<file path="config.mk">
export PLATFORM = sky130hd
export DESIGN_NAME = hwl_front
export DESIGN_NICKNAME = d
export VERILOG_FILES = /design/src/hdl/hwl_pkg.sv /design/src/hdl/hwl_front.sv
export SDC_FILE = /design/constraint.sdc
export NUM_CORES = 1
export LEC_CHECK = 0
export BUFFER_PORTS_ARGS = -buffer_cell sky130_fd_sc_hd__clkbuf_2
export CAP_MARGIN = 20
export CORE_ASPECT_RATIO = 1.75
export CORE_UTILIZATION = 55
export DETAILED_ROUTE_END_ITERATION = 10
export PLACE_DENSITY_LB_ADDON = 0.25
export REMOVE_ABC_BUFFERS = 1
export SYNTH_ARGS = -nofsm -noshare
export SYNTH_HDL_FRONTEND = slang
export SYNTH_SLANG_ARGS = --single-unit
</file>
<file path="constraint.sdc">
create_clock -name aclk -period 12.63 [get_ports aclk]
set_input_delay 0.6315 -clock aclk [delete_from_list [all_inputs] [get_ports aclk]]
set_output_delay 0.6315 -clock aclk [all_outputs]
set_load 0.01 [all_outputs]
</file>
<file path="src/hdl/hwl_pkg.sv">
// Shared types, constants and the coefficient function of the Haar wavelet block.
package hwl_pkg;

    localparam int MAX_WIDTH_DEF = 1024;
    localparam int MAX_HEIGHT    = 1024;
    localparam int ROW_W         = 10;
    localparam int CFG_W         = 11;
    localparam int CFG_IDX_W     = 2;
    localparam int PIX_W         = 24;
    localparam int CH_W          = 8;
    localparam int HALF_W        = 9;

    localparam logic [CFG_IDX_W-1:0] REG_IMAGE_WIDTH  = 2'd0;
    localparam logic [CFG_IDX_W-1:0] REG_IMAGE_HEIGHT = 2'd1;
    localparam logic [CFG_W-1:0]     RESET_SIZE       = 11'd512;

    // bias of 1024 keeps the difference positive; after >>3 it becomes +128
    localparam logic [10:0] DIFF_BIAS = 11'd1024;

    typedef enum logic [1:0] {
        BAND_LL = 2'd0,
        BAND_LH = 2'd1,
        BAND_HL = 2'd2,
        BAND_HH = 2'd3
    } band_t;

    typedef enum logic [2:0] {
        KIND_STORE = 3'b001,
        KIND_LEFT  = 3'b010,
        KIND_RIGHT = 3'b100
    } kind_t;

    typedef struct packed {
        logic [PIX_W-1:0]  a;
        logic [PIX_W-1:0]  b;
        logic [PIX_W-1:0]  c;
        logic [PIX_W-1:0]  d;
        logic [HALF_W-1:0] half_col;
        logic [HALF_W-1:0] half_row;
    } blk_t;

    function automatic logic [CH_W-1:0] haar_coef(input band_t bnd,
                                                 input logic [CH_W-1:0] a,
                                                 input logic [CH_W-1:0] b,
                                                 input logic [CH_W-1:0] c,
                                                 input logic [CH_W-1:0] d);
        logic [9:0]      sum;
        logic [10:0]     dif;
        logic [CH_W-1:0] res;
        sum = {2'b00, a} + {2'b00, b} + {2'b00, c} + {2'b00, d};
        dif = '0;
        case (bnd)
            BAND_LL: res = sum[9:2];
            BAND_LH: begin
                dif = DIFF_BIAS + {3'b000, a} + {3'b000, b} - {3'b000, c} - {3'b000, d};
                res = dif[10:3];
            end
            BAND_HL: begin
                dif = DIFF_BIAS + {3'b000, a} + {3'b000, c} - {3'b000, b} - {3'b000, d};
                res = dif[10:3];
            end
            BAND_HH: begin
                dif = DIFF_BIAS + {3'b000, a} + {3'b000, d} - {3'b000, b} - {3'b000, c};
                res = dif[10:3];
            end
            default: res = sum[9:2];
        endcase
        return res;
    endfunction

endpackage

</file>
<file path="src/hdl/hwl_front.sv">
// Pixel intake: config registers, raster counters, line store access, block assembly.
module hwl_front
    import hwl_pkg::*;
#(
    parameter int MAX_WIDTH = MAX_WIDTH_DEF,
    localparam int ADDR_W = $clog2(MAX_WIDTH)
) (
    input  logic                 aclk,
    input  logic                 aresetn,
    input  logic                 cfg_valid,
    input  logic [CFG_IDX_W-1:0] cfg_index,
    input  logic [CFG_W-1:0]     cfg_data,
    input  logic                 s_valid,
    output logic                 s_ready,
    input  logic [CH_W-1:0]      s_red_in,
    input  logic [CH_W-1:0]      s_green_in,
    input  logic [CH_W-1:0]      s_blue_in,
    output logic                 ram_we,
    output logic                 ram_re,
    output logic [ADDR_W-1:0]    ram_addr,
    output logic [PIX_W-1:0]     ram_wdata,
    input  logic [PIX_W-1:0]     ram_rdata,
    output logic                 blk_valid,
    input  logic                 blk_ready,
    output blk_t                 blk
);

    localparam int CNT_W = $clog2(MAX_WIDTH + 1);
    localparam int CMP_W = (CNT_W > CFG_W) ? CNT_W : CFG_W;

    logic [CFG_W-1:0]  width_reg, height_reg;
    logic [ADDR_W-1:0] col_reg, col_next;
    logic [ROW_W-1:0]  row_reg, row_next;

    logic                s1_valid_reg;
    kind_t               s1_kind_reg;
    logic [PIX_W-1:0]    s1_px_reg;
    logic [HALF_W-1:0]   s1_hc_reg, s1_hr_reg;
    logic [PIX_W-1:0]    a_reg, c_reg;

    logic [CMP_W-1:0]  w_ext;
    logic [CNT_W-1:0]  ew;
    logic [CFG_W-1:0]  eh;
    logic [CNT_W-1:0]  col_w, col_p;
    logic [CFG_W-1:0]  row_w, row_p;
    logic [ADDR_W-1:0] col_cur, hc_full;
    logic [ROW_W-1:0]  row_cur;
    kind_t             kind;
    logic              s1_adv, accept;
    logic [PIX_W-1:0]  px;

    // effective sizes: clamp, then round down to even
    always_comb begin
        w_ext = CMP_W'(width_reg);
        if (w_ext < CMP_W'(2)) begin
            ew = CNT_W'(2);
        end else if (w_ext > CMP_W'(MAX_WIDTH)) begin
            ew = CNT_W'(MAX_WIDTH);
        end else begin
            ew = CNT_W'(w_ext);
        end
        ew[0] = 1'b0;
        if (height_reg < 11'd2) begin
            eh = 11'd2;
        end else if (height_reg > CFG_W'(MAX_HEIGHT)) begin
            eh = CFG_W'(MAX_HEIGHT);
        end else begin
            eh = height_reg;
        end
        eh[0] = 1'b0;
    end

    // wrap before use (covers a size change mid-frame), advance, wrap again
    always_comb begin
        col_w = CNT_W'(col_reg);
        row_w = {1'b0, row_reg};
        if (col_w >= ew) begin
            col_w = '0;
            row_w = row_w + 11'd1;
        end
        if (row_w >= eh) begin
            row_w = '0;
        end
        col_cur = col_w[ADDR_W-1:0];
        row_cur = row_w[ROW_W-1:0];

        col_p = CNT_W'(col_cur) + CNT_W'(1);
        row_p = {1'b0, row_cur};
        if (col_p >= ew) begin
            col_p = '0;
            row_p = row_p + 11'd1;
        end
        if (row_p >= eh) begin
            row_p = '0;
        end
        col_next = col_p[ADDR_W-1:0];
        row_next = row_p[ROW_W-1:0];

        if (!row_cur[0]) begin
            kind = KIND_STORE;
        end else if (!col_cur[0]) begin
            kind = KIND_LEFT;
        end else begin
            kind = KIND_RIGHT;
        end
        hc_full = col_cur >> 1;
    end

    assign px        = {s_blue_in, s_green_in, s_red_in};
    assign blk_valid = s1_valid_reg && (s1_kind_reg == KIND_RIGHT);
    assign s1_adv    = !blk_valid || blk_ready;
    assign s_ready   = s1_adv;
    assign accept    = s_valid && s_ready;

    // even rows only write, odd rows only read, so the two never meet in one cycle;
    // a read of the entry written last is at least one accept later
    assign ram_we    = accept && (kind == KIND_STORE);
    assign ram_re    = accept && (kind != KIND_STORE);
    assign ram_addr  = col_cur;
    assign ram_wdata = px;

    always_ff @(posedge aclk) begin
        if (!aresetn) begin
            width_reg  <= RESET_SIZE;
            height_reg <= RESET_SIZE;
        end else if (cfg_valid) begin
            case (cfg_index)
                REG_IMAGE_WIDTH:  width_reg  <= cfg_data;
                REG_IMAGE_HEIGHT: height_reg <= cfg_data;
                default: ;
            endcase
        end
    end

    always_ff @(posedge aclk) begin
        if (!aresetn) begin
            col_reg      <= '0;
            row_reg      <= '0;
            s1_valid_reg <= 1'b0;
            s1_kind_reg  <= KIND_STORE;
            c_reg        <= '0;
        end else begin
            if (accept) begin
                col_reg      <= col_next;
                row_reg      <= row_next;
                s1_valid_reg <= 1'b1;
                s1_kind_reg  <= kind;
            end else if (s1_adv) begin
                s1_valid_reg <= 1'b0;
            end
            if (s1_valid_reg && (s1_kind_reg == KIND_LEFT)) begin
                c_reg <= s1_px_reg;
            end
        end
    end

    always_ff @(posedge aclk) begin
        if (accept) begin
            s1_px_reg <= px;
            s1_hc_reg <= HALF_W'(hc_full);
            s1_hr_reg <= row_cur[ROW_W-1:1];
        end
        // top-left pixel arrives from the store while the left pixel is held in the s1 registers
        if (s1_valid_reg && (s1_kind_reg == KIND_LEFT)) begin
            a_reg <= ram_rdata;
        end
    end

    // read data holds while a block waits, since reads issue only on accept
    assign blk.a        = a_reg;
    assign blk.b        = ram_rdata;
    assign blk.c        = c_reg;
    assign blk.d        = s1_px_reg;
    assign blk.half_col = s1_hc_reg;
    assign blk.half_row = s1_hr_reg;

endmodule

</file>
# [Yosys cells after proc, flatten, opt, wreduce, memory -nomap -nowiden]
# Index checks and enable logic that the tools add are counted.
[totals] register_bits=136 input_bits=66
[classes] order_cmp=8 n_addsub=3 n_eq_ne=5 muxes=14 n_reduce_logical=11
[ops] cell="11-bit 2-to-1 mux" n=6
[ops] cell="10-bit 2-to-1 mux" n=4
[ops] cell="10-bit by 1-bit adder with 11-bit output (second input constant)" n=3
[ops] cell="11-bit greater-or-equal comparator" n=3
[ops] cell="11-bit > comparator (second input constant)" n=2
[ops] cell="11-bit by 2-bit less-than comparator with 1-bit output (second input constant)" n=2
[ops] cell="10-bit by 11-bit greater-or-equal comparator with 1-bit output" n=1
[ops] cell="3-bit 2-to-1 mux" n=2
[ops] cell="1-bit logical AND" n=5
[ops] cell="2-bit AND reduction" n=2
[ops] cell="3-bit by 1-bit equality test with 1-bit output (second input constant)" n=1
[ops] cell="3-bit by 2-bit equality test with 1-bit output (second input constant)" n=1
[ops] cell="3-bit equality test (second input constant)" n=1
[ops] cell="3-bit by 1-bit inequality test with 1-bit output (second input constant)" n=1
[ops] cell="2-bit by 1-bit equality test with 1-bit output (second input constant)" n=1
[ops] cell="2-bit zero test" n=1
[ops] cell="1-bit 2-to-1 mux" n=2
[ops] cell="2-bit nonzero test" n=1
[ops] cell="1-bit zero test" n=1
[ops] cell="1-bit logical OR" n=1

# [Logic depth before layout (Yosys ltp)]
# Gate-level depths: netlist of the first run.
[logic_depth] word_depth=11 mapped_depth=31 mapped_depth_nobuf=30

# [Worst setup path after synthesis of the first run]
# Ideal clock, no wire load.
[synth_timing] path_type="flip-flop to flip-flop" startpoint="register width_reg[10] (netlist: w_ext[10])" endpoint="register row_reg[5]" setup_slack_ns=6.447 setup_time_ns=0.117 arrival_ns=6.065 stages_incl_launch_ff=30 cell_sequence="dfxtp_1 inv_1 clkbuf_1 nand2_1 ha_1 nand3_1 a21o_1 a311o_2 clkbuf_1 nor3_1 xnor2_1 inv_1 ha_1 or4_1 a221o_1 o22ai_2 o41ai_4 nor2_1 ha_1 nand4b_4 nand2b_1 xnor2_1 ha_1 o21ai_0 nand2b_1 a21oi_1 o21a_1 o21ai_0 nor3b_2 a32o_1"
[synth_via] elab_chain_len=11 word_cells_on_any_way=15 cone_classes="2 x add/sub; 6 x order compare; 7 x mux"
[synth_lines] item="start: declaration" line="hwl_front.sv:31" source="logic [CFG_W-1:0] width_reg, height_reg;"
[synth_lines] item="start signal: assignment" line="hwl_front.sv:128" source="REG_IMAGE_WIDTH: width_reg <= cfg_data;"
[synth_lines] item="11-bit > comparator" line="hwl_front.sv:57" source="end else if (w_ext > CMP_W'(MAX_WIDTH)) begin"
[synth_lines] item="11-bit 2-to-1 mux" line="hwl_front.sv:57"
[synth_lines] item="11-bit 2-to-1 mux (*)" line="hwl_front.sv:55" source="if (w_ext < CMP_W'(2)) begin"
[synth_lines] item="10-bit by 11-bit greater-or-equal comparator with 1-bit output (*)" line="hwl_front.sv:77" source="if (col_w >= ew) begin"
[synth_lines] item="11-bit 2-to-1 mux (*)" line="hwl_front.sv:77"
[synth_lines] item="11-bit greater-or-equal comparator" line="hwl_front.sv:81" source="if (row_w >= eh) begin"
[synth_lines] item="10-bit 2-to-1 mux (*)" line="hwl_front.sv:81"
[synth_lines] item="net row_w[1]" line="hwl_front.sv:45" source="logic [CFG_W-1:0] row_w, row_p;"
[synth_lines] item="10-bit by 1-bit adder with 11-bit output" line="hwl_front.sv:91" source="row_p = row_p + 11'd1;"
[synth_lines] item="11-bit 2-to-1 mux (*)" line="hwl_front.sv:89" source="if (col_p >= ew) begin"
[synth_lines] item="11-bit greater-or-equal comparator" line="hwl_front.sv:93" source="if (row_p >= eh) begin"
[synth_lines] item="10-bit 2-to-1 mux (*)" line="hwl_front.sv:93"
[synth_lines] item="end signal: assignment" line="hwl_front.sv:145" source="row_reg <= row_next;"
[synth_lines] item="end: declaration" line="hwl_front.sv:33" source="logic [ROW_W-1:0] row_reg, row_next;"
# Mark *: on every way through the listed nets, which the timed path passes. The rest lies on a longest branch.
# A chain may end at the register's enable or synchronous reset.

# [Worst setup path after layout of the first run]
# Ends and elaborated chain as after synthesis.

==> key figures, run 1 <==
Synthesis
  – Post-synth top area share: between 20% and 30%
  – Number of library cell types mapped by synthesis: 73
  – Async SR Flop Fraction: 0%
  – Cells after synthesis: ~640
  – Number of synthesized flops with an enable pin: 66
  – Flops & latches, synth: about 130
  – Ys Warns: 0
  – Synth area leader: edfxtp_1
  – Ranking of synthesized cells by area: edfxtp_1 (29%), dfxtp_1 (20%), ha_1 (7.6%)
  – Seq/Total Area, Yosys: 48.63%
  – Avg Inst Size Synth: about 11 sq um
  – Top FF cell, synth: dfxtp_1
  – Post-Syn Area: about 6900 sq um

Worst setup path
  – CP max FO: 14
  – CP arrival: a little under 8 ns
  – Critical Path RT: between 10 and 15 ns
  – Reg2Reg Depth: 27
  – R2R setup slack: 5.16 ns
  – Nature of the critical path endpoint: flop
  – Crit Path Class: flop to flop
  – Worst Setup SP: w_ext[10]
  – Reg-to-reg startpoint: w_ext[10]
  – Crit path launch type: flop

Routing
  – Detail Route Antenna Nets: 0
  – Routed WL: 16660 um
  – Vias: 5432
  – Drt first-iter violations: about 230
  – # DRC: 0
  – Vias/cell: 5.487
  – Per-cell routed wire length: 16.82 um
  – First-pass iteration count of the detailed router: 4

Timing
  – Endpoints failing hold: 0
  – Final min period: 7.473 ns
  – Finish-stage setup viols: 0
  – Unrepaired setup endpoints after global routing: no
  – Worst setup margin: 5.157 ns
  – Max_slew headroom: 31.71%
  – Pins Over Slew Limit: 0
  – Setup TNS: 0 ns
  – FMAX: 133.8 MHz
  – Worst Max-Slew Pin Slew: 1.023 ns
  – Worst Skew: between 0.01 and 0.015 ns
  – Fin crit share: 59.17%

Clock tree
  – Hold_buf cts: 0
  – Cts bufs inserted: 17
  – Root Driver: clkbuf_16
  – CTS tree: built
  – Maximum buffer depth of the clock tree: 2
  – Setup Fix Bufs, Post-CTS: 0
  – Worst-skew pair later-pin latency: 0.42 ns
  – Post-CTS Resized: 0
  – Clk pin slew, worst setup/hold paths: 0.06 ns
  – Clk sinks: roughly 130
  – Htree depth: 4

Place
  – Post-DP HPWL: ~13000 um
  – Area after DPL: just under 8000 sq um
  – DP Cell Count: 958
  – Post-placement setup slack: roughly 5.3 ns
  – IO buf count: 216
  – RD Place Congestion: between 0.8 and 0.9

Global route
  – GR Overflow Total: 0
  – Layer with the highest usage: met2
  – Met3 usage: between 6 and 7%
  – Tot GR Track Use: 26.57%
  – Vias in the first global route: approximately 5400
  – Pin count of the biggest net entering global routing: 65
  – Initial antenna violation count: 0
  – Grt met1 use: a little over a quarter
  – Met2 usage: 50.20%
  – First-pass GRT wire length: 26110 um

Finish
  – Antenna cells: 0
  – Layout cells sized above 1: 33.58%
  – Fin nets: 920
  – Design Area, Final: roughly 8400 sq um
  – Area Overhead vs Synth: 21.62%
  – Fin cells: 990

Pwr
  – Pwr per Cell Area: about 130 nW/um^2
  – Total power: around 1.1 mW
  – Leakage: 3.744 nW
  – Maximum vdd drop: around 120 uV

Worst hold path
  – Hold Path Class: input pin to flop
  – Hold path depth: 1
  – HP Start: s_red_in[0]

Floorplanning
  – Die X: between 80 and 90 um
  – Effective utilization at floorplan: 56.96%
  – I/O pins: 218
  – Die height: 149.9 um
  – Core area: 12070 sq um
  – Die area: 12970 sq um
  – Row count: 53

Run status
  – Status: completed

Flow run
  – Max cap viols: 0
synthesized netlist by cell type, drive strengths merged, types with 3 or more instances:
| cell | number |
|---|---|
| nand2 | 87 |
| dfxtp | 68 |
| clkbuf | 18 |
| nor2b | 30 |
| nand2b | 6 |
| a22oi | 7 |
| a21oi | 12 |
| nor4 | 7 |
| ha | 42 |
| buf | 51 |
| nand3 | 18 |
| nor3b | 8 |
| a211oi | 4 |
| o21a | 8 |
| xnor2 | 11 |
| and2 | 18 |
| inv | 22 |
| nor3 | 5 |
| mux2i | 21 |
| a21o | 5 |
| and3 | 4 |
| edfxtp | 66 |
| nand4 | 5 |
| o21ai | 13 |
| a22o | 4 |
| nor2 | 28 |
| o22ai | 3 |
| xor2 | 11 |
| a21boi | 29 |
routing by layer:
metal  wire [um]  vias up  part of all wire [%]
met2        9057      231                    54
met5           0        -                     0
li1            -     2578                     -
met3        1146       44                   6.9
met1        5840     2579                    35
met4         611        0                   3.7
where the power goes:
| group | internal (mW) | total (mW) | switching, mW |
|---|---|---|---|
| Combinational | 0.0404 | 0.100 | 0.0601 |
| Sequential | 0.467 | 0.474 | 0.00683 |
| Clock | 0.317 | 0.519 | 0.201 |
| Total | 0.824 | 1.09 | 0.268 |
cells by family (layout without fill, tap and decap cells):
kind of cell    count (synthesis)  after routing  share of synthesized area [%]
simple gates                  226            226                          17.67
flops                         134            134                          48.63
compound gates                103            103                          11.89
mux                            23             23                          3.440
xor+xnor                       22             22                          2.912
buf+inv                        93            275                          7.809
fa+ha+maj                      42             42                          7.645
worst max-delay path: stages (launching register included):
cell,delay (ns)
dfxtp_1,0.32
inv_1,0.27
nand2_1,0.16
ha_1,0.33
a21o_1,0.22
a211oi_4,0.31
a311o_2,0.45
nor2_1,0.11
xnor2_1,0.56
inv_1,0.17
ha_1,0.24
or4_1,0.42
a221o_1,0.29
o22ai_2,0.31
o41ai_4,0.25
nor2_1,0.29
ha_1,0.27
nand4b_4,0.15
nand2b_1,0.19
xnor2_1,0.17
ha_1,0.32
o21ai_0,0.09
nand2b_1,0.08
a21oi_1,0.06
o21a_1,0.17
o21ai_0,0.65
nor3b_2,0.21
a32o_1,0.31
worst paths after layout:
path,endpoint
max,row_reg[5]
min,s1_px_reg[0]
max reg2reg,row_reg[5]
min reg2reg,c_reg[14]
layout by cell type, fill, tap and decap left out, drive strengths merged, types with 3 or more instances in the layout:
cell    instances
dfxtp          68
nand3          18
a21o            5
xnor2          11
nor2b          30
ha             42
inv            31
nand2          87
a22oi           7
nand4           5
nor2           28
xor2           11
a21boi         29
a21oi          12
edfxtp         66
o21a            8
nand2b          6
clkbuf        234
nor4            7
mux2i          21
nor3            5
bufinv          3
and2           18
a22o            4
nor3b           8
and3            4
buf             3
o22ai           3
a211oi          4
o21ai          13
area by class of cell:
class / count / area [sq um]
clock buffers: 18 / 429.2
clock inverters: 14 / 188.9
fillers: 971 / 3709
inverters: 24 / 90.09
multi-input cells: 416 / 2999
flip-flops and latches: 134 / 3343
well taps: 165 / 206.4
repair buffers: 219 / 1104
stage by stage:
step / util, % / hold slack, ns
after floorplan: - / 0.4648
after global placement: 64.15 / 0.4526
after CTS: 69.27 / 0.3905
final: 69.27 / 0.4013
after global routing: 69.27 / 0.3924
after detailed placement: 64.15 / 0.4577
Power figures use the tool's default switching activity.
==> run 2, diff against run 1 <==
Settings changed: CORE_UTILIZATION 55 to 52.
Clock period 12.63 ns to 7.4 ns, I/O delays scaled along.
==> key figures, run 2 (synthesized netlist as in run 1, its figures left out) <==
Run status
  – Status: completed

Floorplanning
  – Row count: 55
  – Die area: 13700 sq um
  – Effective utilization at floorplan: between 50% and 60%
  – Core area: 12940 sq um
  – Die X: about 89 um
  – I/O pins: 218
  – Die height: around 150 um

Finish
  – Fin nets: 923
  – Fin cells: 1000
  – Commonest non-fill, non-tap cells in the layout: clkbuf_2 (216), nand2_1 (85), dfxtp_1 (68)
  – Filler cells: 1070
  – Area Overhead vs Synth: 21.35%
  – Layout cells sized above 1: 33.94%
  – Fin util: 64.48%
  – Design Area, Final: 8342 sq um
  – Commonest non-fill, non-tap cell in the layout: clkbuf_2

Worst setup path
  – Crit path largest cell delay: 0.47 ns
  – Critical Path RT: 7.76 ns
  – Crit path launch type: flop
  – Top delay family on crit path: compound AO/OA/AOI/OAI gates
  – CP max stage cell: or4_1
  – Crit Path Class: flop to flop
  – CP max FO: 12
  – Most common cell type on the critical path: ha_1
  – CP arrival: around 7.3 ns
  – Crit path buffers/inverters: 3
  – Nature of the critical path endpoint: flop

Clock tree
  – Root Driver: clkbuf_16
  – Clk sinks: 134
  – Setup Fix Bufs, Post-CTS: 0
  – CTS tree: built
  – Htree depth: 4
  – Post-CTS Resized: 0
  – Hold_buf cts: 0
  – Maximum buffer depth of the clock tree: 2
  – Worst-skew pair later-pin latency: 0.42 ns
  – Cts bufs inserted: 17
  – Clk pin slew, worst setup/hold paths: 0.06 ns

Routing
  – Detail Route Antenna Nets: 0
  – Vias/cell: 5.380
  – First-pass iteration count of the detailed router: 4
  – Vias: 5380
  – Per-cell routed wire length: 17.09 um
  – Drt first-iter violations: 264
  – # DRC: 0
  – Routed WL: 17090 um

Place
  – RD Place Congestion: 0.8839
  – IO buf count: around 220
  – Post-DP HPWL: 13230 um
  – Area after DPL: 7772 sq um
  – DP Cell Count: just under 1000

Timing
  – Endpoints failing hold: 0
  – Worst Max-Slew Pin Slew: 1.032 ns
  – Finish-stage setup viols: 0
  – Worst Skew: 0.01151 ns
  – Final min period: 6.928 ns
  – Setup TNS: 0 ns
  – Max_slew headroom: 31.10%
  – Unrepaired setup endpoints after global routing: no
  – Fin crit share: 93.62%
  – Pins Over Slew Limit: 0
  – FMAX: 144.3 MHz

Pwr
  – Total power: 1.787 mW
  – Maximum vdd drop: 177.4 uV
  – Leakage: 3.736 nW
  – Pwr per Cell Area: approximately 210 nW/um^2

Global route
  – Initial antenna violation count: 2
  – GR Overflow Total: 0
  – First-pass GRT wire length: about 27000 um
  – Vias in the first global route: 5371
  – Tot GR Track Use: 26.06%
  – Pin count of the biggest net entering global routing: 65

Worst hold path
  – Hold Path Class: input pin to flop

Flow run
  – Max cap viols: 0
run 2: cell types whose count changed in the layout (fill, tap and decap cells not counted):
cell / before / now
clkinv_4: 1 / 3
buf_4: 3 / 6
inv_8: 2 / 3
diode_2: 0 / 1
clkbuf_8: 0 / 1
bufinv_16: 3 / 0
clkbuf_1: 1 / 0
run 2: per-layer routing:
metal  track usage [%]  routed length, um
met1             26.63               6211
met2             48.10               9206
met3             6.119               1099
met4             12.21                563
met5                 0                 13
run 2: path summary, 6_finish.rpt:
| kind | startpoint | end | slack, ns | depth (start not counted) |
|---|---|---|---|---|
| worst max-delay path | w_ext[10] | row_reg[5] | 0.47 | 26 |
| worst min-delay path | s_red_in[1] | s1_px_reg[1] | 0.14 | 1 |
| worst max register to register | w_ext[10] | row_reg[5] | 0.47 | 26 |
| worst min register to register | c_reg[3] | c_reg[3] | 0.46 | 2 |
run 2: stage by stage:
step,setup WS [ns],hold slack [ns]
3_5_place_dp,0.6029,0.4589
4_1_cts,0.5498,0.1291
2_1_floorplan,1.385,0.4319
6_report,0.4720,0.1430
3_3_place_gp,0.7321,0.4533
5_1_grt,0.1559,0.1258
run 2: layout make-up:
cell class                      instances  area [sq um]  area share [%]
Antenna cell                            1         2.502         0.03000
Clock buffer                           18         439.2           5.265
Clock inverter                         14         127.6           1.530
Inverter                               24         90.09           1.080
Multi-Input combinational cell        416          2999           35.95
Sequential cell                       134          3343           40.08
Tap cell                              171         214.0           2.565
Timing Repair Buffer                  222          1126           13.50
run 2: worst reg2reg max path, cell delays in order, from the launching register on:
cell and delay (ns):
dfxtp_1 0.34, inv_1 0.27, nand2_1 0.18, ha_1 0.40
nand3_1 0.09, a21o_1 0.20, a311o_2 0.45, nor3_1 0.26
xnor2_1 0.19, inv_1 0.11, ha_1 0.23, or4_1 0.47
a221o_1 0.28, o22ai_2 0.30, o41ai_4 0.24, nor2_1 0.27
ha_1 0.26, nand4b_4 0.16, nor4_4 0.22, mux2_4 0.35
ha_1 0.20, a21o_1 0.16, a211oi_1 0.28, o21ai_0 0.14
buf_4 0.18, nor3b_2 0.40, a32o_1 0.23
run 2: where the power goes:
| group | internal, mW | switching, mW |
|---|---|---|
| clock network | 0.452 | 0.353 |
| logic | 0.0699 | 0.104 |
| registers | 0.797 | 0.0114 |
| total | 1.32 | 0.468 |
