==> config.mk <==
export PLATFORM = sky130hd
export DESIGN_NAME = hwl_emit
export DESIGN_NICKNAME = d
export VERILOG_FILES = /design/src/hdl/hwl_pkg.sv /design/src/hdl/hwl_emit.sv
export SDC_FILE = /design/constraint.sdc
export NUM_CORES = 1
export LEC_CHECK = 0
export BUFFER_PORTS_ARGS = -buffer_cell sky130_fd_sc_hd__buf_2
export CAP_MARGIN = 0
export CELL_PAD_IN_SITES_DETAIL_PLACEMENT = 1
export CELL_PAD_IN_SITES_GLOBAL_PLACEMENT = 1
export CORE_MARGIN = 4
export CORE_UTILIZATION = 30
export DETAILED_ROUTE_END_ITERATION = 8
export PLACE_DENSITY = 0.6
export SYNTH_ARGS = -nofsm -noshare
export SYNTH_HDL_FRONTEND = slang
export SYNTH_SLANG_ARGS = --single-unit
==> constraint.sdc <==
create_clock -name aclk -period 5 [get_ports aclk]
set_input_delay 0.75 -clock aclk [delete_from_list [all_inputs] [get_ports aclk]]
set_output_delay 0.75 -clock aclk [all_outputs]
set_load 0.01 [all_outputs]
==> src/hdl/hwl_pkg.sv <==
// Shared types, constants and the coefficient function of the Haar wavelet block.
package hwl_pkg;

    localparam int MAX_WIDTH_DEF = 1024;
    localparam int MAX_HEIGHT    = 1024;
    localparam int ROW_W         = 10;
    localparam int CFG_W         = 11;
    localparam int CFG_IDX_W     = 2;
    localparam int PIX_W         = 24;
    localparam int CH_W          = 8;
    localparam int HALF_W        = 9;

    localparam logic [CFG_IDX_W-1:0] REG_IMAGE_WIDTH  = 2'd0;
    localparam logic [CFG_IDX_W-1:0] REG_IMAGE_HEIGHT = 2'd1;
    localparam logic [CFG_W-1:0]     RESET_SIZE       = 11'd512;

    // bias of 1024 keeps the difference positive; after >>3 it becomes +128
    localparam logic [10:0] DIFF_BIAS = 11'd1024;

    typedef enum logic [1:0] {
        BAND_LL = 2'd0,
        BAND_LH = 2'd1,
        BAND_HL = 2'd2,
        BAND_HH = 2'd3
    } band_t;

    typedef enum logic [2:0] {
        KIND_STORE = 3'b001,
        KIND_LEFT  = 3'b010,
        KIND_RIGHT = 3'b100
    } kind_t;

    typedef struct packed {
        logic [PIX_W-1:0]  a;
        logic [PIX_W-1:0]  b;
        logic [PIX_W-1:0]  c;
        logic [PIX_W-1:0]  d;
        logic [HALF_W-1:0] half_col;
        logic [HALF_W-1:0] half_row;
    } blk_t;

    function automatic logic [CH_W-1:0] haar_coef(input band_t bnd,
                                                 input logic [CH_W-1:0] a,
                                                 input logic [CH_W-1:0] b,
                                                 input logic [CH_W-1:0] c,
                                                 input logic [CH_W-1:0] d);
        logic [9:0]      sum;
        logic [10:0]     dif;
        logic [CH_W-1:0] res;
        sum = {2'b00, a} + {2'b00, b} + {2'b00, c} + {2'b00, d};
        dif = '0;
        case (bnd)
            BAND_LL: res = sum[9:2];
            BAND_LH: begin
                dif = DIFF_BIAS + {3'b000, a} + {3'b000, b} - {3'b000, c} - {3'b000, d};
                res = dif[10:3];
            end
            BAND_HL: begin
                dif = DIFF_BIAS + {3'b000, a} + {3'b000, c} - {3'b000, b} - {3'b000, d};
                res = dif[10:3];
            end
            BAND_HH: begin
                dif = DIFF_BIAS + {3'b000, a} + {3'b000, d} - {3'b000, b} - {3'b000, c};
                res = dif[10:3];
            end
            default: res = sum[9:2];
        endcase
        return res;
    endfunction

endpackage

==> src/hdl/hwl_emit.sv <==
// Result serializer: holds one 2x2 block and emits its four bands.
module hwl_emit
    import hwl_pkg::*;
(
    input  logic              aclk,
    input  logic              aresetn,
    input  logic              blk_valid,
    output logic              blk_ready,
    input  blk_t              blk,
    output logic              m_valid,
    input  logic              m_ready,
    output logic [1:0]        m_band,
    output logic [HALF_W-1:0] m_half_col,
    output logic [HALF_W-1:0] m_half_row,
    output logic [CH_W-1:0]   m_red_out,
    output logic [CH_W-1:0]   m_green_out,
    output logic [CH_W-1:0]   m_blue_out,
    output logic              m_block_done
);

    logic  busy_reg;
    band_t band_reg;
    blk_t  blk_reg;
    logic  last;

    assign last      = busy_reg && (band_reg == BAND_HH) && m_ready;
    assign blk_ready = !busy_reg || last;

    always_ff @(posedge aclk) begin
        if (!aresetn) begin
            busy_reg <= 1'b0;
            band_reg <= BAND_LL;
        end else if (blk_valid && blk_ready) begin
            busy_reg <= 1'b1;
            band_reg <= BAND_LL;
        end else if (busy_reg && m_ready) begin
            if (band_reg == BAND_HH) begin
                busy_reg <= 1'b0;
            end else begin
                band_reg <= band_t'(band_reg + 2'd1);
            end
        end
    end

    always_ff @(posedge aclk) begin
        if (blk_valid && blk_ready) begin
            blk_reg <= blk;
        end
    end

    assign m_valid      = busy_reg;
    assign m_band       = band_reg;
    assign m_half_col   = blk_reg.half_col;
    assign m_half_row   = blk_reg.half_row;
    assign m_block_done = (band_reg == BAND_HH);
    assign m_red_out    = haar_coef(band_reg, blk_reg.a[7:0], blk_reg.b[7:0],
                                    blk_reg.c[7:0], blk_reg.d[7:0]);
    assign m_green_out  = haar_coef(band_reg, blk_reg.a[15:8], blk_reg.b[15:8],
                                    blk_reg.c[15:8], blk_reg.d[15:8]);
    assign m_blue_out   = haar_coef(band_reg, blk_reg.a[23:16], blk_reg.b[23:16],
                                    blk_reg.c[23:16], blk_reg.d[23:16]);

endmodule

; Yosys cells after proc, flatten, opt, wreduce, memory -nomap -nowiden
; Cells that the tools add are included.
[classes]
n_mux = 6
n_reduce_logical = 12
n_eq_ne = 3
bitwise = 2
n_addsub = 40
[op_table]
columns = cell, n
row1 = 11-bit by 8-bit subtractor with 11-bit output, 18
row2 = 11-bit by 8-bit adder with 11-bit output, 9
row3 = 8-bit one-hot mux with 4 select lines, 3
row4 = 11-bit by 8-bit adder with 11-bit output (first input constant), 3
row5 = 10-bit by 8-bit adder with 10-bit output, 3
row6 = 9-bit by 8-bit adder with 10-bit output, 3
row7 = 8-bit by 8-bit adder with 9-bit output, 3
row8 = 2-bit == test (second input constant), 2
row9 = 1-bit logical AND, 4
row10 = 2-bit AND reduction, 2
row11 = 2-bit nonzero test, 2
row12 = 1-bit 2-to-1 mux, 3
row13 = 2-bit by 1-bit adder with 2-bit output (second input constant), 1
row14 = 2-bit by 1-bit == test with 1-bit output (second input constant), 1
row15 = 2-bit logical NOT, 1
row16 = 1-bit NOT, 2
row17 = 2-bit OR reduction, 1
row18 = 1-bit logical NOT, 1
row19 = 1-bit logical OR, 1
[totals]
in_bits = 118
wordCells = 71
out_inout_bits = 47
ff_bits = 117

; Depth between registers and ports, before layout
; Gate-level depths: netlist of run 1.
[logic_depth]
word_depth = 7
mapped_depth = 13

; Worst setup path after synthesis of run 1
; OpenSTA, ideal clock, no wires.
[synth_timing]
path_type = register to register
from = register band_reg[1], in the netlist m_band[1]
to = register band_reg[0], in the netlist m_band[0]
path_buffers = 0
path_stages_with_launch = 7
t_arrival_ns = 3.999
t_required_ns = 4.883
synth_period_minus_slack_ns = 4.116
slack_ns = 0.884
cell_sequence = dfxtp_1 -> ha_1 -> nand2_1 -> nand2_1 -> and2_1 -> nand2b_1 -> nor2_1
[synth_between]
elab_chain_cells = 6
word_cells_on_any_way = 8
cone_classes = eq/ne: 1 / bitwise: 1 / reduce/logical: 6
[synth_rtl]
columns = item, line_no
row1 = from (decl), hwl_emit.sv:22  ; band_t band_reg;
row2 = from (signal assigned), hwl_emit.sv:40  ; band_reg <= band_t'(band_reg + 2'd1);
row3 = 2-bit == test, -
row4 = via m_block_done, hwl_emit.sv:18  ; output logic m_block_done
row5 = 1-bit logical AND (2 in a row), hwl_emit.sv:26  ; assign last = busy_reg && (band_reg == BAND_HH) && m_ready;
row6 = 1-bit logical OR, hwl_emit.sv:27  ; assign blk_ready = !busy_reg || last;
row7 = via blk_ready, hwl_emit.sv:8  ; output logic blk_ready,
row8 = 1-bit logical AND, hwl_emit.sv:33  ; end else if (blk_valid && blk_ready) begin
row9 = 2-bit OR reduction (no source line), -
; The timed path passes the listed nets, and every way through them passes these cells.
; A chain may end at the register's enable or synchronous reset.

; Worst setup path in the final report of run 1
[layout_timing]
from = register blk_reg[62] in the netlist's numbering
to = output m_blue_out[5]
[layout_between]
elab_chain_cells = 4
word_cells_on_any_way = 9
cone_classes = add/sub: 8 / mux: 1
[layout_rtl]
columns = item, line_no
row1 = from (decl), hwl_emit.sv:23  ; blk_t blk_reg;
row2 = from (signal assigned), hwl_emit.sv:47  ; blk_reg <= blk;
row3 = 11-bit by 8-bit adder with 11-bit output, hwl_pkg.sv:59  ; dif = DIFF_BIAS + {3'b000, a} + {3'b000, c} - {3'b000, b} - {3'b000, d};
row4 = 11-bit by 8-bit subtractor with 11-bit output (2 in a row), hwl_pkg.sv:59
row5 = 8-bit one-hot mux with 4 select lines (*), hwl_pkg.sv:52  ; case (bnd)
row6 = to (decl), hwl_emit.sv:17  ; output logic [CH_W-1:0] m_blue_out,
; Every way passes the cells marked *; elsewhere a longest branch is shown, timed or not.

==> results of run 1 <==
[final cells by class]
type                       count  area, um2
sequential                   117       3480
clock buffer                  18        429
inverter                     268       1010
multi-input combinational    662       7720
antenna                        1       2.50
clock inverter                14        151
timing repair buffer         205       1130
tap                          525        657
fill                        4418      25300
[worst max-delay path by stage]
stage	to	slack, ns
2_1_floorplan	m_band[0]$_SDFFE_PP0P_	0.88
3_3_place_gp	m_green_out[5]	0.54
3_5_place_dp	m_blue_out[7]	0.46
4_1_cts	m_green_out[6]	0.001
5_1_grt	m_red_out[6]	-0.01
6_report	m_blue_out[5]	0.22
[layout by cell type (no fill, tap or decap), drive strengths merged, types with 23 or more instances in the layout]
cell type	Yosys	layout
xor2	25	25
buf	20	205
nand2	32	32
inv	268	272
a21oi	58	58
o21ai	23	23
edfxtp	114	114
fa	183	183
ha	109	109
xnor2	36	36
[repair_timing]
action	CTS	global route
pin swaps	0	15
buffers inserted	2	33
gates resized for setup	7	37
setup endpoints to repair	8	16
[metal layers]
layer	vias up	global-route usage, %
li1	3860	-
met1	4053	17.9
met3	25	3.23
met5	-	0
met4	2	4.79
met2	98	24.5
[synth_stat cells (5+ instances only)]
| master | count |
|---|---|
| inv_1 | 268 |
| fa_1 | 183 |
| edfxtp_1 | 114 |
| ha_1 | 109 |
| a21oi_1 | 58 |
| xnor2_1 | 36 |
| nand2_1 | 32 |
| xor2_1 | 25 |
| o21ai_0 | 22 |
| a21o_1 | 19 |
| buf_4 | 18 |
| nor2_1 | 18 |
| nand3_1 | 15 |
| nand2b_1 | 14 |
| a22oi_1 | 11 |
| a31oi_1 | 10 |
| clkbuf_1 | 10 |
| a211oi_1 | 9 |
| nor2b_1 | 8 |
| mux2i_1 | 6 |
| nand3b_1 | 5 |
[report_power, final]
group	internal, mW	switching (mW)
logic	1.18	1.52
clock network	0.734	0.501
registers	1.15	0.0576
total	3.06	2.08
[through the flow]
| step | TNS, ns | std cells | hold slack [ns] | cell area (um2) | power [mW] |
|---|---|---|---|---|---|
| floorplan | 0 | 1077 | 0.558 | 12200 | 3.04 |
| global placement | 0 | 1742 | 0.543 | 13500 | 3.75 |
| detailed placement | 0 | 1742 | 0.550 | 13500 | 3.81 |
| CTS | 0 | 1776 | 0.396 | 14200 | 5.12 |
| global route | -0.0253 | 1810 | 0.416 | 14600 | 5.58 |
| finish | 0 | 1810 | 0.443 | 14600 | 5.14 |
[cell families after synthesis]
kind of cell	count (synthesis)
AOI/OAI and AO/OA	182
xor gates and xnor gates	61
adders and majority gates	292
buffers and inverters	298
DFF	117
muxes	7
and+or+nand+nor	120
==> flow_metrics.env, run 1 <==
export IMPL_outcome="finished clean"
export IMPL_synth_avg_cell_area_um2=11.3
export IMPL_synthMuxAreaShare_pct=0.585
export IMPL_p_leak_nw=6.76
export IMPL_die_y_um=210
export IMPL_root_buffer="clkbuf_16"
export IMPL_grt_pass1_wl_um=48800
export IMPL_numPortBuffers=164
export IMPL_synthSimpleGateAreaFrac_pct=5.27
export IMPL_drv_slew=0
export IMPL_r2r_end="blk_reg[106]$_DFFE_PP_"
export IMPL_slowest_delay_ns=0.62
export IMPL_powerDensity_mw_per_mm2=352
export IMPL_wl_met2_um=15700
export IMPL_cp_data_required_time_ns=4.25
export IMPL_worst_pin_slew_ns=0.855
export IMPL_startpoint="blk_reg[62]$_DFFE_PP_"
export IMPL_die_w_um=210
export IMPL_finClkSkew_ns=0.0116
export IMPL_ir_worst_vdd_v=0.000240
export IMPL_drtIter0Drc=270
export IMPL_hold_path_class="primary input to register"
export IMPL_cts_num_sinks=117
export IMPL_endpoint_kind="primary output"
export IMPL_worst_slack_ns=0.218
export IMPL_place_gp_congestion=0.810
export IMPL_yosysUniqueCellTypes=64
export IMPL_synthToLayoutAreaGrowth_pct=19.6
export IMPL_worstSetupPathType="register to primary output"
export IMPL_largest_reg_flops=96
export IMPL_dieArea_mm2=0.0439
export IMPL_ant_nets=0
export IMPL_grt_usage_pct=14.3
export IMPL_yosys_warnings=0
export IMPL_drive_gt1_share_pct=22.3
export IMPL_hold_viol=0
export IMPL_r2r_setup_slack_ns=2.27
export IMPL_fin_crit_ns=4.78
export IMPL_fin_util_pct=36.5
export IMPL_synth_seq_cells=117
export IMPL_dpl_hpwl_um=24700
export IMPL_setup_viol=0
export IMPL_critPathMaxFanout=3
export IMPL_drt_total_wl_um=30500
export IMPL_firstDrtPassIters=4
export IMPL_synth_xor_area_share_pct=4.38
export IMPL_r2r_start="m_band[1]$_SDFFE_PP0P_"
export IMPL_routed_wl_met3_um=991
export IMPL_min_from="blk[63]"
export IMPL_drv_cap=0
export IMPL_slew_headroom_pct=43.0
export IMPL_numCtsBuffers=17
export IMPL_min_path_cells=1
export IMPL_synth_top_family_by_area="adder cells"
export IMPL_pre_cts_ws_ns=0.458
export IMPL_wl_per_cell_um=16.9
export IMPL_overflow=0
export IMPL_whs_endpoint="blk_reg[63]$_DFFE_PP_"
export IMPL_vias=8038
export IMPL_crit_family="adder cells"
export IMPL_io_pins=165
export IMPL_worstPathArrival_ns=4.03
export IMPL_reg2reg_depth=5
export IMPL_syn_cell_area_mm2=0.0122
export IMPL_cts_tree="yes"
export IMPL_yosys_area_top_type="fa_1"
export IMPL_async_flop_share_pct=0
export IMPL_cts_clk_slew_worst_paths_ns=0.07
export IMPL_synth_seq_area_share_pct=28.6
export IMPL_worst_path_max_delay_cell="fa_2"
export IMPL_clkLatencyLatePin_ns=0.48
export IMPL_drc=0
export IMPL_floorplan_initialDensity_pct=30.5
export IMPL_max_freq_mhz=209
export IMPL_synthCells=1077
export IMPL_ys_flop_type="edfxtp_1"
export IMPL_synth_compound_area_share_pct=10.2
export IMPL_synth_nets=1487
export IMPL_cp_buffers_inverters=3
export IMPL_path_depth=13
export IMPL_grt_pass1_vias=9041
export IMPL_coreArea_mm2=0.0399
export IMPL_period_share_pct=95.6
export IMPL_synth_edff_count=114
export IMPL_layout_nets=1681
export IMPL_wl_met1_um=13400
export IMPL_highest_layer="met5"
export IMPL_start_kind="register"
export IMPL_antenna_found_initial=2
export IMPL_hold_buffers=0
export IMPL_synth_top_area_share_pct=30.1
export IMPL_rsz0062_at_grt="yes"
export IMPL_rows=73
export IMPL_vias_per_cell=4.44
export IMPL_cp_cell_sequence="inv_2 > fa_2 > inv_1 > fa_1 > ha_1 > and3_1 > a221o_1 > a21oi_1 > nand2_2 > xor2_1 > a221oi_2 > a21oi_2 > buf_2"
export IMPL_clockBufferDepth=2
export IMPL_htree_levels=4
export IMPL_grt_start_max_net_pins=58
export IMPL_synthAdderAreaFrac_pct=41.2
export IMPL_synth_area_top_cells="fa_1, edfxtp_1, ha_1, inv_1, xnor2_1"
(Power assumes the default switching activity.)
==> run 2: changes to the inputs <==
--- a/config.mk
+++ b/config.mk
@@ -7,9 +7,9 @@
 export LEC_CHECK = 0
 export BUFFER_PORTS_ARGS = -buffer_cell sky130_fd_sc_hd__buf_2
 export CAP_MARGIN = 0
-export CELL_PAD_IN_SITES_DETAIL_PLACEMENT = 1
+export CELL_PAD_IN_SITES_DETAIL_PLACEMENT = 0
 export CELL_PAD_IN_SITES_GLOBAL_PLACEMENT = 1
-export CORE_MARGIN = 4
+export CORE_MARGIN = 3
 export CORE_UTILIZATION = 30
 export DETAILED_ROUTE_END_ITERATION = 8
 export PLACE_DENSITY = 0.6
==> run 2 against run 1 <==
Combinational power shrank 3%. Cell area shrank 0.58%. Total power shrank 1.3%. Register-to-register slack gained 0.11 ns. Clock skew shrank 0.0046 ns. Via count shrank 1.2%. Routed wire length shrank 6.7%. Worst setup slack lost 0.025 ns. Count of clock-buffer cells in the layout shrank 1. Die area shrank 1.9%. Clock power is essentially flat. Maximum frequency shrank 0.52%. Critical endpoint is now m_green_out[6]. Largest power group unchanged.
==> flow_metrics.env, run 2 (same netlist as run 1, synthesis figures left out) <==
export IMPL_root_buffer="clkbuf_16"
export IMPL_die_w_um=208
export IMPL_drtIter0Drc=339
export IMPL_worst_slack_ns=0.193
export IMPL_synthToLayoutAreaGrowth_pct=18.9
export IMPL_outcome="finished clean"
export IMPL_worstSetupPathType="register to primary output"
export IMPL_clockBufferDepth=2
export IMPL_rsz0062_at_grt="yes"
export IMPL_powerDensity_mw_per_mm2=350
export IMPL_pre_cts_ws_ns=0.502
export IMPL_overflow=0
export IMPL_finClkSkew_ns=0.00704
export IMPL_multiInputGateArea_mm2=0.00766
export IMPL_grt_usage_pct=13.9
export IMPL_antenna_found_initial=0
export IMPL_drive_gt1_share_pct=21.4
export IMPL_fin_util_pct=36.3
export IMPL_period_share_pct=96.1
export IMPL_start_kind="register"
export IMPL_drv_cap=0
export IMPL_rows=73
export IMPL_worst_pin_slew_ns=0.805
export IMPL_coreArea_mm2=0.0399
export IMPL_drv_slew=0
export IMPL_fin_total_pwr_mw=5.07
export IMPL_numCtsBuffers=17
export IMPL_p_leak_nw=6.74
export IMPL_endpoint_kind="primary output"
export IMPL_place_gp_congestion=0.802
export IMPL_dieArea_mm2=0.0431
export IMPL_worstPathArrival_ns=4.06
export IMPL_firstDrtPassIters=5
export IMPL_grt_pass1_vias=8545
export IMPL_hold_path_class="primary input to register"
export IMPL_layout_nets=1675
export IMPL_critPathMaxFanout=5
export IMPL_floorplan_initialDensity_pct=30.5
export IMPL_drc=0
export IMPL_clkLatencyLatePin_ns=0.47
export IMPL_cp_data_required_time_ns=4.25
export IMPL_grt_pass1_wl_um=46300
export IMPL_max_freq_mhz=208
export IMPL_fin_crit_ns=4.81
export IMPL_numPortBuffers=164
export IMPL_ir_worst_vdd_v=0.000265
export IMPL_grt_start_max_net_pins=54
export IMPL_htree_levels=4
export IMPL_slew_headroom_pct=46.3
export IMPL_die_y_um=208
export IMPL_largest_reg_flops=96
export IMPL_setup_viol=0
export IMPL_drt_total_wl_um=28500
export IMPL_layout_commonest_cell="inv_1"
export IMPL_final_cell_mix="inv_1, fa_1, buf_2"
export IMPL_io_pins=165
export IMPL_ant_nets=0
export IMPL_num_antenna_cells=0
export IMPL_cts_clk_slew_worst_paths_ns=0.06
export IMPL_cts_tree="yes"
export IMPL_dpl_hpwl_um=23000
export IMPL_hold_viol=0
export IMPL_cts_num_sinks=117
export IMPL_wl_per_cell_um=15.8
export IMPL_vias=7944
export IMPL_seqCellArea_mm2=0.00348
export IMPL_nFillCells=3992
export IMPL_vias_per_cell=4.41
-- run 2: worst paths after layout --
kind                            slack [ns]  cells past startpoint                    from                    end
worst max-delay path                  0.19                     12   blk_reg[30]$_DFFE_PP_         m_green_out[6]
worst min register to register        0.55                      2    m_valid$_SDFFE_PN0P_   m_valid$_SDFFE_PN0P_
worst max register to register        2.38                      5  m_band[0]$_SDFFE_PP0P_  blk_reg[41]$_DFFE_PP_
worst min-delay path                  0.45                      1                 blk[63]  blk_reg[63]$_DFFE_PP_
-- run 2: what timing repair did --
item | in CTS | in global routing
setup endpoints to repair | 2 | 17
pin swaps | 0 | 5
hold buffers | 0 | 0
buffers inserted | 0 | 28
resized for setup | 2 | 36
-- run 2: routing by layer --
layer | global-route usage [%] | vias up | wire length (um)
met2 | 22.6 | 130 | 13900
met1 | 18.1 | 3939 | 12900
met5 | 0 | - | 0
li1 | - | 3849 | -
met4 | 5.29 | 0 | 607
met3 | 3.29 | 26 | 1110
-- run 2: metrics by stage --
stage	hold slack (ns)	TNS (ns)	instance area, um2	instances
floorplan	0.558	0	12200	1077
global placement	0.545	0	13500	1743
detailed placement	0.544	0	13500	1743
CTS	0.395	0	14100	1775
global route	0.409	-0.0866	14500	1803
finish	0.448	0	14500	1803
-- run 2: critical path, stage by stage (launching register included) --
cell	delay, ns
edfxtp_1	0.40
inv_1	0.11
fa_2	0.63
inv_1	0.08
fa_1	0.49
ha_2	0.30
a21o_1	0.18
a211o_1	0.35
a31o_2	0.27
a21oi_1	0.19
nand2_1	0.09
a32oi_2	0.29
buf_2	0.19
-- run 2: power breakdown --
part           internal, mW  switching (mW)  total, mW
combinational          1.15            1.47       2.61
clock                 0.742           0.512       1.25
sequential             1.14          0.0563       1.20
total                  3.03            2.03       5.07
-- run 2: layout make-up --
cell class / instances / area share, %
Clock buffer: 17 / 2.94
Inverter: 268 / 6.94
Timing Repair Buffer: 199 / 7.48
Multi-Input combinational cell: 662 / 52.9
Tap cell: 525 / 4.53
Sequential cell: 117 / 24.0
Clock inverter: 15 / 1.17
==> run 3: changes to the inputs <==
--- a/config.mk
+++ b/config.mk
@@ -12,7 +12,7 @@
 export CORE_MARGIN = 3
 export CORE_UTILIZATION = 30
 export DETAILED_ROUTE_END_ITERATION = 8
-export PLACE_DENSITY = 0.6
+export PLACE_DENSITY = 0.62
 export SYNTH_ARGS = -nofsm -noshare
 export SYNTH_HDL_FRONTEND = slang
 export SYNTH_SLANG_ARGS = --single-unit
==> constraint.sdc (replaced) <==
create_clock -name aclk -period 4.1 [get_ports aclk]
set_input_delay 0.615 -clock aclk [delete_from_list [all_inputs] [get_ports aclk]]
set_output_delay 0.615 -clock aclk [all_outputs]
set_load 0.01 [all_outputs]
==> run 3 against run 2 <==
Count of clock-buffer cells in the layout stayed put. Total power is 39% higher. Clock skew is 0.012 ns higher. Sequential power is 21% higher. Non-clock buffer count is 125 higher. Sequential share of layout area is 2.6 points lower. Worst setup slack worse by 0.56 ns. Worst hold slack worse by 0.15 ns. Via count is 5.7% higher. The flow now finishes with violations (setup timing). Critical path type unchanged. Global-route usage is 0.66 points higher. Routed wire length is 5.9% higher.
==> flow_metrics.env, run 3 (same netlist as run 1, synthesis figures left out) <==
export IMPL_vias=8398
export IMPL_layout_commonest_cell="inv_1"
export IMPL_p_leak_nw=7.39
export IMPL_antenna_found_initial=3
export IMPL_fin_crit_ns=4.47
export IMPL_hold_viol=0
export IMPL_place_gp_congestion=0.795
export IMPL_final_cells=1929
export IMPL_cts_tree="yes"
export IMPL_cp_data_required_time_ns=3.48
export IMPL_grt_pass1_vias=9422
export IMPL_numCtsBuffers=17
export IMPL_rows=73
export IMPL_period_share_pct=109
export IMPL_setup_viol=24
export IMPL_clkLatencyLatePin_ns=0.48
export IMPL_worst_slack_ns=-0.369
export IMPL_drc=0
export IMPL_firstDrtPassIters=7
export IMPL_drtIter0Drc=277
export IMPL_grt_start_max_net_pins=116
export IMPL_min_path_cells=1
export IMPL_floorplan_initialDensity_pct=30.5
export IMPL_max_freq_mhz=224
export IMPL_cp_cell_sequence="inv_2 > fa_2 > fa_1 > inv_2 > ha_4 > a21o_1 > a21o_1 > a41o_1 > buf_4 > o31a_1 > a21oi_2 > nand2_1 > a22oi_1 > buf_2"
export IMPL_start_kind="register"
export IMPL_slew_headroom_pct=54.3
export IMPL_fin_util_pct=40.8
export IMPL_io_pins=165
export IMPL_outcome="complete, but fails checks"
export IMPL_critPathMaxFanout=3
export IMPL_finClkSkew_ns=0.0191
export IMPL_worstSetupPathType="register to primary output"
export IMPL_cts_num_sinks=117
export IMPL_drive_gt1_share_pct=40.1
export IMPL_grt_usage_pct=14.6
export IMPL_overflow=0
export IMPL_numPortBuffers=164
export IMPL_hold_buffers=0
export IMPL_hold_path_class="primary input to register"
export IMPL_root_buffer="clkbuf_16"
export IMPL_dpl_cell_count=1838
export IMPL_reg2reg_depth=6
export IMPL_min_from="blk[9]"
export IMPL_crit_family="adder cells"
export IMPL_nFillCells=3924
export IMPL_drv_slew=0
export IMPL_dpl_hpwl_um=23300
export IMPL_drv_cap=0
export IMPL_htree_levels=4
export IMPL_die_w_um=208
export IMPL_slowest_delay_ns=0.62
export IMPL_wl_per_cell_um=15.6
export IMPL_layout_nets=1800
export IMPL_ant_nets=0
export IMPL_synthToLayoutAreaGrowth_pct=33.5
export IMPL_die_y_um=208
export IMPL_cp_buffers_inverters=4
export IMPL_violations="setup timing"
export IMPL_r2r_setup_slack_ns=1.88
export IMPL_ir_worst_vdd_v=0.000302
export IMPL_r2r_start="m_band[1]$_SDFFE_PP0P_"
export IMPL_powerDensity_mw_per_mm2=432
export IMPL_largest_reg_flops=96
export IMPL_r2r_end="blk_reg[24]$_DFFE_PP_"
export IMPL_worstPathArrival_ns=3.85
export IMPL_vias_per_cell=4.35
export IMPL_drt_total_wl_um=30200
export IMPL_clockBufferDepth=2
export IMPL_endpoint_kind="primary output"
export IMPL_whs_endpoint="m_half_col[0]$_DFFE_PP_"
export IMPL_dieArea_mm2=0.0431
export IMPL_cts_clk_slew_worst_paths_ns=0.07
export IMPL_worst_pin_slew_ns=0.686
export IMPL_fin_total_pwr_mw=7.04
export IMPL_worst_path_max_delay_cell="fa_2"
export IMPL_rsz0062_at_grt="yes"
export IMPL_grt_pass1_wl_um=48800
export IMPL_coreArea_mm2=0.0399
export IMPL_final_cell_mix="inv_1, buf_2, fa_1"
-- run 3: power breakdown --
| part | switching (mW) | internal, mW | leakage, nW |
|---|---|---|---|
| clock | 0.689 | 0.803 | 0.278 |
| sequential | 0.0562 | 1.40 | 1.11 |
| combinational | 2.10 | 1.99 | 6.00 |
| total | 2.84 | 4.19 | 7.39 |
-- run 3: worst max-delay path by stage --
stage                          startpoint       endpoint  slack (ns)  cells after the start
global route        blk_reg[36]$_DFFE_PP_  m_blue_out[4]       -0.56                     14
detailed placement  blk_reg[20]$_DFFE_PP_   m_red_out[5]       -0.11                     13
floorplan           blk_reg[39]$_DFFE_PP_  m_blue_out[5]        0.22                     12
global placement    blk_reg[20]$_DFFE_PP_   m_red_out[7]       -0.08                     13
CTS                 blk_reg[68]$_DFFE_PP_   m_red_out[5]       -0.45                     13
finish              blk_reg[86]$_DFFE_PP_  m_blue_out[6]       -0.37                     14
-- run 3: repair_timing --
item | 4_1_cts | 5_1_grt
pin swaps | 93 | 80
gates cloned | 0 | 0
gates resized for setup | 147 | 96
setup endpoints to repair | 24 | 24
setup buffers | 41 | 20
-- run 3: through the flow --
| step | cell area [um2] | setup TNS [ns] | hold slack (ns) | worst slack [ns] |
|---|---|---|---|---|
| floorplan | 12200 | 0 | 0.558 | 0.216 |
| global placement | 14300 | -0.150 | 0.541 | -0.0763 |
| detailed placement | 14300 | -0.277 | 0.545 | -0.113 |
| CTS | 15700 | -7.84 | 0.245 | -0.449 |
| global route | 16300 | -10.53 | 0.262 | -0.555 |
| finish | 16300 | -5.74 | 0.300 | -0.369 |
-- run 3: per-layer routing --
metal	part of all wire, %	GRT usage [%]
met1	44	17.8
met2	51	25.1
met3	3.5	3.58
met4	2.2	5.34
met5	0.053	0
-- run 3: layout make-up --
class | count | area, um2 | share of cell area [%]
Multi-Input combinational cell | 662 | 8440 | 51.9
Sequential cell | 117 | 3480 | 21.4
Timing Repair Buffer | 324 | 2090 | 12.9
Inverter | 268 | 1010 | 6.20
Tap cell | 525 | 657 | 4.04
Clock buffer | 17 | 425 | 2.61
Clock inverter | 15 | 154 | 0.946
Antenna cell | 1 | 2.50 | 0.0154
